===== config.mk =====
export PLATFORM = sky130hd
export DESIGN_NAME = crc_checked_frame_receiver
export DESIGN_NICKNAME = d
export VERILOG_FILES = /design/src/rtl/crcfr_pkg.sv /design/src/rtl/crc_checked_frame_receiver.sv
export SDC_FILE = /design/constraint.sdc
export NUM_CORES = 1
export LEC_CHECK = 0
export BUFFER_PORTS_ARGS = -buffer_cell sky130_fd_sc_hd__buf_2
export CAP_MARGIN = 20
export CELL_PAD_IN_SITES_DETAIL_PLACEMENT = 0
export CELL_PAD_IN_SITES_GLOBAL_PLACEMENT = 1
export CORE_MARGIN = 2
export CORE_UTILIZATION = 43
export CTS_CLUSTER_DIAMETER = 80
export CTS_CLUSTER_SIZE = 28
export DETAILED_ROUTE_END_ITERATION = 10
export HOLD_SLACK_MARGIN = 0.12
export PLACE_DENSITY_LB_ADDON = 0.1
export SYNTH_ARGS = -nofsm -noshare
export SYNTH_HDL_FRONTEND = slang
export SYNTH_SLANG_ARGS = --single-unit

===== constraint.sdc =====
create_clock -name clk -period 3.5 [get_ports clk]
set_clock_uncertainty 0.05 [all_clocks]
set_input_delay 0.175 -clock clk [delete_from_list [all_inputs] [get_ports clk]]
set_output_delay 0.175 -clock clk [all_outputs]
set_load 0.005 [all_outputs]

===== src/rtl/crcfr_pkg.sv =====
`default_nettype none

package crcfr_pkg;

  localparam int unsigned FRAME_LAST = 8;
  localparam int unsigned CRC_SPAN   = 7;
  localparam int unsigned PAY_FIRST  = 3;
  localparam int unsigned PAY_LAST   = 6;

  localparam logic [15:0] CRC_POLY = 16'hA001;
  localparam logic [15:0] CRC_INIT = 16'hFFFF;

  typedef enum logic {
    REQ_BYTE  = 1'b0,
    REQ_REARM = 1'b1
  } req_t;

  // One byte of reflected CRC-16, least significant bit first.
  function automatic logic [15:0] crc_add_byte(input logic [15:0] crc, input logic [7:0] b);
    logic [15:0] c;
    c = crc ^ {8'h00, b};
    for (int k = 0; k < 8; k++) begin
      if (c[0]) begin
        c = (c >> 1) ^ CRC_POLY;
      end else begin
        c = c >> 1;
      end
    end
    return c;
  endfunction

endpackage

`default_nettype wire


===== src/rtl/crc_checked_frame_receiver.sv =====
// A request is registered at acceptance and resolved when it leaves the input register;
// a frame result is registered in the result register when its last byte leaves the input register.
// Throughput: one request per cycle; only the output register stalling slows intake.
// Reset (synchronous, active low) arms the receiver, clears the frame position,
// loads the CRC with 0xFFFF and clears the stored payload and the updated flag.
`default_nettype none

module crc_checked_frame_receiver
  import crcfr_pkg::*;
(
  input  wire logic        clk,
  input  wire logic        rst_n,
  input  wire logic        in_valid,
  output logic             in_stall,
  input  wire logic        in_req_type,
  input  wire logic [7:0]  in_rx_byte,
  output logic             out_valid,
  input  wire logic        out_stall,
  output logic             out_crc_ok,
  output logic [31:0]      out_payload,
  output logic             out_updated
);

  // Input register
  logic       s1_valid_r;
  req_t       s1_req_r;
  logic [7:0] s1_byte_r;

  // Receiver state
  logic        armed_r,     armed_nxt;
  logic [3:0]  byte_idx_r,  byte_idx_nxt;
  logic [15:0] crc_r,       crc_nxt;
  logic [7:0]  crc_low_r,   crc_low_nxt;
  logic [31:0] pend_r,      pend_nxt;
  logic [31:0] good_r,      good_nxt;
  logic        upd_flag_r,  upd_flag_nxt;

  // Result register
  logic        out_valid_r, out_valid_nxt;
  logic        out_ok_r,    out_ok_nxt;
  logic [31:0] out_pay_r,   out_pay_nxt;
  logic        out_upd_r,   out_upd_nxt;

  logic advance;
  logic in_take;
  logic frame_ok;

  assign advance  = s1_valid_r && (!out_valid_r || !out_stall);
  assign in_stall = s1_valid_r && !advance;
  assign in_take  = in_valid && !in_stall;

  assign frame_ok = (crc_r[7:0] == crc_low_r) && (crc_r[15:8] == s1_byte_r);

  always_comb begin
    armed_nxt     = armed_r;
    byte_idx_nxt  = byte_idx_r;
    crc_nxt       = crc_r;
    crc_low_nxt   = crc_low_r;
    pend_nxt      = pend_r;
    good_nxt      = good_r;
    upd_flag_nxt  = upd_flag_r;
    out_valid_nxt = out_valid_r && out_stall;
    out_ok_nxt    = out_ok_r;
    out_pay_nxt   = out_pay_r;
    out_upd_nxt   = out_upd_r;
    if (advance) begin
      out_valid_nxt = 1'b0;
      if (s1_req_r == REQ_REARM) begin
        armed_nxt = 1'b1;
      end else if (armed_r) begin
        if (byte_idx_r >= 4'(FRAME_LAST)) begin
          if (frame_ok) begin
            good_nxt     = pend_r;
            upd_flag_nxt = 1'b1;
          end
          armed_nxt     = 1'b0;
          byte_idx_nxt  = '0;
          crc_nxt       = CRC_INIT;
          out_valid_nxt = 1'b1;
          out_ok_nxt    = frame_ok;
          out_pay_nxt   = frame_ok ? pend_r : good_r;
          out_upd_nxt   = frame_ok || upd_flag_r;
        end else begin
          if (byte_idx_r < 4'(CRC_SPAN)) begin
            crc_nxt = crc_add_byte(crc_r, s1_byte_r);
          end
          // Payload bytes arrive in order, so shifting in leaves byte 3 on top.
          if (byte_idx_r >= 4'(PAY_FIRST) && byte_idx_r <= 4'(PAY_LAST)) begin
            pend_nxt = {pend_r[23:0], s1_byte_r};
          end
          if (byte_idx_r == 4'(CRC_SPAN)) begin
            crc_low_nxt = s1_byte_r;
          end
          byte_idx_nxt = byte_idx_r + 4'd1;
        end
      end
    end
  end

  always_ff @(posedge clk) begin
    if (!rst_n) begin
      s1_valid_r  <= 1'b0;
      armed_r     <= 1'b1;
      byte_idx_r  <= '0;
      crc_r       <= CRC_INIT;
      good_r      <= '0;
      upd_flag_r  <= 1'b0;
      out_valid_r <= 1'b0;
    end else begin
      if (in_take) begin
        s1_valid_r <= 1'b1;
      end else if (advance) begin
        s1_valid_r <= 1'b0;
      end
      armed_r     <= armed_nxt;
      byte_idx_r  <= byte_idx_nxt;
      crc_r       <= crc_nxt;
      good_r      <= good_nxt;
      upd_flag_r  <= upd_flag_nxt;
      out_valid_r <= out_valid_nxt;
    end
  end

  always_ff @(posedge clk) begin
    if (in_take) begin
      s1_req_r  <= req_t'(in_req_type);
      s1_byte_r <= in_rx_byte;
    end
    crc_low_r <= crc_low_nxt;
    pend_r    <= pend_nxt;
    out_ok_r  <= out_ok_nxt;
    out_pay_r <= out_pay_nxt;
    out_upd_r <= out_upd_nxt;
  end

  assign out_valid   = out_valid_r;
  assign out_crc_ok  = out_ok_r;
  assign out_payload = out_pay_r;
  assign out_updated = out_upd_r;

  a_idx_range: assert property (@(posedge clk) disable iff (!rst_n)
    byte_idx_r <= 4'(FRAME_LAST))
    else $error("frame position beyond last byte");

  a_disarmed_clean: assert property (@(posedge clk) disable iff (!rst_n)
    !armed_r |-> (byte_idx_r == '0) && (crc_r == CRC_INIT))
    else $error("disarmed receiver holds a partial frame");

  a_no_payload_before_pass: assert property (@(posedge clk) disable iff (!rst_n)
    !upd_flag_r |-> good_r == '0)
    else $error("payload stored without a passing frame");

  a_result_from_last_byte: assert property (@(posedge clk) disable iff (!rst_n)
    $rose(out_valid_r) |-> $past(byte_idx_r) == 4'(FRAME_LAST) && !armed_r)
    else $error("result without a completed frame");

  a_ok_sets_updated: assert property (@(posedge clk) disable iff (!rst_n)
    out_valid_r && out_ok_r |-> out_upd_r && upd_flag_r)
    else $error("passing frame did not set the updated flag");

endmodule

`default_nettype wire


==> impl_metrics.tcl, run 1 <==
set metrics [dict create \
    status "finished clean" \
    cts_max_level 4 \
    postSynthNetCount 436 \
    multi_input_area_um2 1705 \
    async_flop_share 0 \
    worstMarginPinSlew_ns 0.9343 \
    n_antenna_cell 0 \
    final_cells 672 \
    seq_area_um2 3613 \
    power.density_nw_per_um2 543.8 \
    min_period_over_period 0.7198 \
    ctsResizeCount 0 \
    synth_edf_count 83 \
    routed_via_density 4.811 \
    syn_area_per_cell_um2 12.91 \
    place_area_um2 5873 \
    clkTransAtPathRegs_ns 0.05 \
    power_leakage_nw 2.479 \
    rsz0062_at_grt "false" \
    ys_ff_latch 139 \
    period_needed_ns 2.519 \
    hold_viol_final 0 \
    cts_root_buf "clkbuf_16" \
    cp-start-kind "register" \
    grt_pass1_wl_mm 16.47 \
    worstPathArrival_ns 2.81 \
    slew_viol_final 0 \
    reg2reg_slack_ns 0.98 \
    std_cell_rows 41 \
    syn_inst 421 \
    port_buffers 48 \
    hold_path_class "input port to register" \
    drcViolationCount 0 \
    netlist.area_leader.share 0.4587 \
    yosysWarnings 0 \
    numCtsBuffers 17 \
    max_cap_viol_count 0 \
    yosys.area.top_type "edfxtp_1" \
    drt.antenna.violating_nets 0 \
    setup.worst_path.start "s1_byte_r[7]" \
    tritoncts "yes" \
    grt_max_degree 55 \
    wl_mm 10.29 \
    fp.dieH_um 116.4 \
    ir_drop_uv 283.7 \
    place_hpwl_mm 6.244 \
    dr.pass1.iters 5 \
    nets 502 \
    clockBufferDepth 2 \
    drive_gt1_frac 0.2400 \
    reg2reg_to "good_r[31]" \
    max_freq_ghz 0.3969 \
    cts.sink_count 139 \
    postLayoutCellArea_um2 6513 \
    boundaryPins 49 \
    final_common_cell "edfxtp_1" \
    initial_core_util 0.4359 \
    finalSetupViolations 0 \
    yosysSeqAreaShare 0.6650 \
    crit_fanout 25 \
    fill_cells 1096 \
    drt-initial-drc-count 217 \
    overflow 0 \
    area_delta_synth_final_pct 19.85 \
    grt_pass1_vias 3216 \
    synthFlopType "edfxtp_1" \
    cp-endpoint "good_r[31]" \
    antenna_found_initial 0 \
    dp_cells 629 \
    synth_cell_types 31 \
    syn_area_um2 5434 \
    clk-insertion-delay-late_ns 0.41 \
    ys_top_cells_by_area "edfxtp_1, dfxtp_1, mux2_2, nand2_1, xnor2_1" \
    worst_ep_required_time_ns 3.79 \
    setup_tns_ns 0 \
    final_cell_mix "edfxtp_1, nand2_1, dfxtp_1" \
    fin_util 0.5224 \
    gp_congestion 0.7310 \
    die_w_um 116.4 \
    post_drt_wl_per_cell_um 15.32 \
    gr-usage-all-layers 0.1643 \
    end_kind "register" \
    vias 3233 \
    relSlewSlack 0.3758 \
    crit_type "register to register" \
    die-area_um2 13550 \
    coreArea_um2 12470 \
    worst_r2r_path_depth 8 \
    r2r-start "s1_byte_r[7]" \
]
[cell usage after synthesis, types with 2 or more instances]
cell	n
a21oi_1	2
nor2b_1	2
nor3_1	12
edfxtp_1	83
o21ai_0	12
xor2_1	9
mux2_2	32
inv_1	5
xnor2_1	26
and2_1	3
buf_2	5
a21boi_1	29
buf_6	3
nor2_1	16
o21a_1	2
a21boi_0	4
o22ai_1	4
clkbuf_1	12
o2bb2ai_1	2
ha_1	2
and3_1	2
nand4_1	5
dfxtp_1	56
nand3_1	6
nand2_1	81
[routing by layer]
| metal | global-route usage | wire length, um |
|---|---|---|
| met5 | 0 | 0 |
| met3 | 0.04567 | 413 |
| met1 | 0.2156 | 5069 |
| met2 | 0.2550 | 4625 |
| met4 | 0.07540 | 184 |
[cell type report]
type | instances | area share
sequential | 139 | 0.5549
tap | 172 | 0.03305
clock inverter | 7 | 0.006724
clock buffer | 25 | 0.07454
inverter | 5 | 0.002882
multi-input combinational | 256 | 0.2619
timing repair buffer | 68 | 0.06609
[power by group]
group | internal [W] | total (W) | switching (W)
Sequential | 0.00174 | 0.00177 | 0.0000251
Combinational | 0.000101 | 0.000180 | 0.0000789
Clock | 0.000957 | 0.00159 | 0.000635
[registers in the layout (all words and copies together), names as in the netlist, 4 cells and up]
name,flops
good_r,32
s1_byte_r,8
byte_idx_r,4
pend_r,32
out_payload,32
crc_low_r,8
crc_r,16
[cells by family (layout without fill, tap and decap cells)]
| kind of cell | count (synthesis) | in the layout | share of synthesized area |
|---|---|---|---|
| mux | 32 | 32 | 0.06631 |
| fa+ha+maj | 2 | 2 | 0.004604 |
| xor+xnor | 38 | 38 | 0.06931 |
| flops | 139 | 139 | 0.6650 |
| compound gates | 55 | 55 | 0.06908 |
| buf+inv | 26 | 105 | 0.02325 |
| simple gates | 129 | 129 | 0.1025 |
[critical path, cell delays in order (launching register included)]
cell	delay, ns
edfxtp_1	0.45
xnor2_1	0.20
nand4_1	0.20
nor4_4	0.32
buf_4	0.38
and2_1	0.41
buf_12	0.23
nand2_1	0.07
a21boi_0	0.13
[how the worst min path moves through the flow]
stage / startpoint / end / slack (ns) / cells past startpoint
after floorplan: in_rx_byte[0] / s1_byte_r[0] / 0.22 / 0
after global placement: in_rx_byte[7] / s1_byte_r[7] / 0.30 / 1
after detailed placement: in_rx_byte[1] / s1_byte_r[1] / 0.30 / 1
after CTS: rst_n / crc_r[14] / 0.32 / 2
after global routing: rst_n / crc_r[14] / 0.34 / 2
final: rst_n / crc_r[6] / 0.30 / 2
[per-stage QoR]
step	setup WS, ns	power (W)	hold WS, ns
after floorplan	0.9781	0.001937	0.2239
after global placement	0.9652	0.001974	0.3020
after detailed placement	0.9592	0.001976	0.3031
after CTS	0.9493	0.003581	0.3164
after global routing	0.7884	0.003660	0.3384
final	0.9806	0.003541	0.3002
[timing repair]
action	in CTS	in global routing
hold buffers	11	0
endpoints found under the hold margin	11	0
setup buffers	0	0
Power figures use the tool's default switching activity.
==> run 2: changes to the inputs <==
==> constraint.sdc (replaced) <==
create_clock -name clk -period 2.2 [get_ports clk]
set_clock_uncertainty 0.05 [all_clocks]
set_input_delay 0.11 -clock clk [delete_from_list [all_inputs] [get_ports clk]]
set_output_delay 0.11 -clock clk [all_outputs]
set_load 0.005 [all_outputs]
==> run 2 against run 1 <==
Non-clock buffer count up 22. Via count up 2.9%. Clock power up 72%. Routed wire length up 2.3%. Combinational power up 84%. Count of clock-buffer cells in the layout down 6. Final area up 4.9%. Core utilization up 2.5 points. Register-to-register slack worse by 0.90 ns. Critical path depth down 2. Fmax up 19%. Critical path type unchanged.
==> impl_metrics.tcl, run 2 (synthesis gave the netlist of run 1 again) <==
set metrics [dict create \
    status "finished clean" \
    period_needed_ns 2.121 \
    cp_slowest_cell "edfxtp_1" \
    drt.antenna.violating_nets 0 \
    final_cell_mix "edfxtp_1, nand2_1, dfxtp_1" \
    ir_drop_uv 557.8 \
    grt_max_degree 33 \
    gp_congestion 0.7344 \
    worstPathCellList "xnor2_1, nand4_1, nor4_4, buf_4, buf_4, mux2_2" \
    coreArea_um2 12470 \
    dr.pass1.iters 4 \
    clk-insertion-delay-late_ns 0.42 \
    cp.buffers_inverters 2 \
    wl_mm 10.53 \
    n_antenna_cell 0 \
    clockBufferDepth 2 \
    max_freq_ghz 0.4715 \
    worst_ep_required_time_ns 2.31 \
    antenna_found_initial 0 \
    initial_core_util 0.4359 \
    die_w_um 116.4 \
    grt_pass1_vias 3148 \
    hold_viol_final 0 \
    place_area_um2 6027 \
    std_cell_rows 41 \
    relSlewSlack 0.6955 \
    power_leakage_nw 2.636 \
    port_buffers 48 \
    min_period_over_period 0.9640 \
    dp_cells 644 \
    area_delta_synth_final_pct 25.67 \
    power_w 0.005882 \
    crit_type "register to register" \
    routed_via_density 4.793 \
    finalSetupViolations 0 \
    power.density_nw_per_um2 861.3 \
    grt_pass1_wl_mm 16.59 \
    setup_tns_ns 0 \
    vias 3326 \
    worstMarginPinSlew_ns 0.4551 \
    overflow 0 \
    fp.dieH_um 116.4 \
    post_drt_wl_per_cell_um 15.17 \
    path_delay_family "flip-flops" \
    clkTransAtPathRegs_ns 0.05 \
    die-area_um2 13550 \
    crit_fanout 10 \
    worstPathArrival_ns 2.23 \
    fill_cells 1033 \
    slew_viol_final 0 \
    slowest_delay_ns 0.51 \
    drive_gt1_frac 0.2893 \
    max_cap_viol_count 0 \
    drcViolationCount 0 \
    postLayoutCellArea_um2 6829 \
    place_hpwl_mm 6.494 \
    hold_path_class "input port to register" \
    boundaryPins 49 \
    numCtsBuffers 17 \
    drt-initial-drc-count 216 \
    cts_max_level 4 \
    final_cells 694 \
    final_common_cell "edfxtp_1" \
    crit_path_frequent_cell "buf_4" \
    cp-start-kind "register" \
    cts.sink_count 139 \
    tritoncts "yes" \
    cts_root_buf "clkbuf_16" \
    gr-usage-all-layers 0.1664 \
    rsz0062_at_grt "false" \
    end_kind "register" \
    nets 524 \
]
==> run 2: cell types whose count changed in the layout (fill, tap and decap cells not counted), sizes merged, moves of 2 or more <==
cell	previous run	this run
buf	57	75
bufinv	0	2
clkbuf	25	20
clkinv	5	8
clkinvlp	2	4
dlygate4sd3	11	14
==> run 2: layout make-up <==
type,instances,area (um^2),share of cell area
flip-flops and latches,139,3615,0.5293
multi-input cells,256,1745,0.2556
repair buffers,90,661.9,0.09692
clock buffers,19,442.9,0.06486
well taps,172,215.2,0.03151
clock inverters,13,126.4,0.01850
inverters,5,22.52,0.003298
==> run 2: layer usage <==
metal	vias up	track usage	routed length (um)
met5	-	0	0
met4	0	0.07381	177
met3	13	0.04411	331
met2	58	0.2473	4847
met1	1599	0.2302	5173
li1	1656	-	-
==> run 2: stage by stage <==
stage | util | hold slack (ns) | worst slack, ns
after floorplan | - | 0.1589 | 0.1006
after global placement | 0.4835 | 0.2369 | 0.03968
after detailed placement | 0.4835 | 0.2381 | 0.02550
after CTS | 0.5410 | 0.3327 | 0.002288
after global routing | 0.5478 | 0.3529 | 0.002145
final | 0.5478 | 0.3531 | 0.07913
==> run 2: power breakdown <==
group	internal, W	switching [W]
clock network	0.00168	0.00106
registers	0.00277	0.0000374
logic	0.000192	0.000139
total	0.00465	0.00124
==> run 2: what timing repair did <==
action | in CTS | in global routing
cloned | 0 | 1
buffers inserted | 1 | 2
hold endpoints to repair | 29 | 0
gates resized for setup | 0 | 8
pin swaps | 0 | 3
hold buffers | 14 | 0
endpoints found under the setup margin | 1 | 34
==> run 2: final timing paths <==
| check | depth (start not counted) | start | slack (ns) | endpoint |
|---|---|---|---|---|
| max reg2reg | 6 | s1_byte_r[1] | 0.08 | out_payload[6] |
| min | 2 | in_rx_byte[6] | 0.35 | s1_byte_r[6] |
| max | 6 | s1_byte_r[1] | 0.08 | out_payload[6] |
| min reg2reg | 2 | good_r[5] | 0.40 | good_r[5] |
==> run 3: changes to the inputs <==
--- a/config.mk
+++ b/config.mk
@@ -10,12 +10,13 @@
 export CELL_PAD_IN_SITES_DETAIL_PLACEMENT = 0
 export CELL_PAD_IN_SITES_GLOBAL_PLACEMENT = 1
 export CORE_MARGIN = 2
-export CORE_UTILIZATION = 43
+export CORE_UTILIZATION = 25
+export CTS_BUF_LIST = sky130_fd_sc_hd__clkbuf_4
 export CTS_CLUSTER_DIAMETER = 80
 export CTS_CLUSTER_SIZE = 28
 export DETAILED_ROUTE_END_ITERATION = 10
 export HOLD_SLACK_MARGIN = 0.12
-export PLACE_DENSITY_LB_ADDON = 0.1
+export PLACE_DENSITY = 0.48
 export SYNTH_ARGS = -nofsm -noshare
 export SYNTH_HDL_FRONTEND = slang
 export SYNTH_SLANG_ARGS = --single-unit
==> run 3 against run 2 <==
Worst setup slack got worse by 0.043 ns. Largest power group unchanged. Cell count rose by 16%. Sequential power barely moved. Worst hold slack got worse by 0.14 ns. Critical endpoint is now out_payload[14]. Combinational power rose by 15%.
==> impl_metrics.tcl, run 3 (synthesis gave the netlist of run 1 again) <==
set metrics [dict create \
    hold_path_class "input port to register" \
    worst_ep_required_time_ns 2.44 \
    final_cell_mix "edfxtp_1, nand2_1, dfxtp_1" \
    routed_via_density 4.170 \
    drcViolationCount 0 \
    port_buffers 48 \
    reg2reg_to "out_payload[14]" \
    power_w 0.004991 \
    max_freq_ghz 0.4622 \
    worstPathCellList "xnor2_1, nand4_1, nor4_4, buf_6, clkbuf_16, mux2_2" \
    gp_congestion 0.7369 \
    place_hpwl_mm 7.207 \
    die-area_um2 22930 \
    reg2reg_slack_ns 0.04 \
    power.density_nw_per_um2 705.4 \
    path_delay_family "simple AND/OR/NAND/NOR gates" \
    tritoncts "yes" \
    coreArea_um2 21150 \
    cp-start-kind "register" \
    die_w_um 151.4 \
    drt-initial-drc-count 156 \
    hold_depth 2 \
    r2r-start "s1_byte_r[4]" \
    cp.buffers_inverters 2 \
    finalSetupViolations 0 \
    fin_util 0.3345 \
    worstMarginPinSlew_ns 0.4885 \
    slowest_delay_ns 0.44 \
    worstPathArrival_ns 2.40 \
    hold_end "s1_byte_r[4]" \
    area_delta_synth_final_pct 30.21 \
    antenna_found_initial 0 \
    clockBufferDepth 2 \
    min_period_over_period 0.9835 \
    dp_slack_ns -0.01412 \
    initial_core_util 0.2569 \
    cts_root_buf "clkbuf_4" \
    drt.antenna.violating_nets 0 \
    relSlewSlack 0.6736 \
    overflow 0 \
    nets 534 \
    power_leakage_nw 2.709 \
    slew_viol_final 0 \
    boundaryPins 49 \
    status "finished clean" \
    hold_viol_final 0 \
    grt_pass1_wl_mm 18.11 \
    drive_gt1_frac 0.3571 \
    end_kind "register" \
    numCtsBuffers 17 \
    worst_r2r_path_depth 6 \
    cp_slowest_cell "edfxtp_1" \
    clk-insertion-delay-late_ns 0.54 \
    worst_slack_ns 0.03636 \
    crit_fanout 9 \
    setup_tns_ns 0 \
    rsz0062_at_grt "true" \
    period_needed_ns 2.164 \
    setup.worst_path.start "s1_byte_r[4]" \
    post_drt_wl_per_cell_um 14.61 \
    gr-usage-all-layers 0.1070 \
    final_common_cell "edfxtp_1" \
    grt_max_degree 55 \
    vias 3365 \
    grt_pass1_vias 3378 \
    cts.sink_count 139 \
    crit_type "register to register" \
    min_from "in_rx_byte[4]" \
    clkTransAtPathRegs_ns 0.14 \
    max_cap_viol_count 0 \
    n_antenna_cell 0 \
    fp.dieH_um 151.4 \
    std_cell_rows 53 \
    dr.pass1.iters 5 \
    cts_max_level 4 \
    wl_mm 11.79 \
    ir_drop_uv 253.2 \
]
[run 3: changes by cell type in the layout (fill, tap and decap cells not counted), moves of 8 or more]
cell	previous run	this run
a21boi_2	0	9
clkbuf_16	18	4
mux2_4	0	13
clkbuf_4	0	20
nand2_2	0	9
nand2_1	81	64
nand2_4	0	8
mux2_2	32	19
[run 3: what timing repair did]
action	CTS	global route
resized for setup	2	67
buffers inserted	6	3
pin swaps	2	24
hold buffers	14	0
setup endpoints to repair	22	55
gates cloned	1	4
endpoints found under the hold margin	74	0
[run 3: worst max path at each step]
stage,endpoint,slack [ns],cells after the start
after floorplan,out_payload[10],0.10,5
after global placement,good_r[1],-0.01,8
after detailed placement,good_r[20],-0.01,8
after CTS,out_payload[1],-0.006,6
after global routing,good_r[10],-0.08,9
final,out_payload[14],0.04,6
[run 3: layer usage]
layer / vias up / part of all wire / wire [um] / GRT usage
met1: 1628 / 0.47 / 5557 / 0.1379
met3: 8 / 0.050 / 587 / 0.03675
met4: 0 / 0.0098 / 116 / 0.03271
li1: 1667 / - / - / -
met2: 62 / 0.47 / 5527 / 0.1695
met5: - / 0 / 0 / 0
[run 3: where the power goes]
part           internal [W]  total, W  switching, W
combinational      0.000222  0.000379      0.000157
clock              0.000839   0.00181      0.000966
sequential          0.00277   0.00281     0.0000370
total               0.00383   0.00499       0.00116
[run 3: stage by stage]
stage	hold slack, ns	cell area (um^2)	instances
after floorplan	0.1589	5449	421
after global placement	0.2376	6143	747
after detailed placement	0.2387	6143	747
after CTS	0.1533	6691	800
after global routing	0.1468	7076	807
final	0.2162	7076	807
[run 3: layout make-up]
class,instances,area [um^2]
clock buffers,20,150.1
fillers,2128,14080
clock inverters,12,165.2
well taps,275,344.1
repair buffers,100,824.5
flip-flops and latches,139,3613
inverters,5,22.52
multi-input cells,256,1956
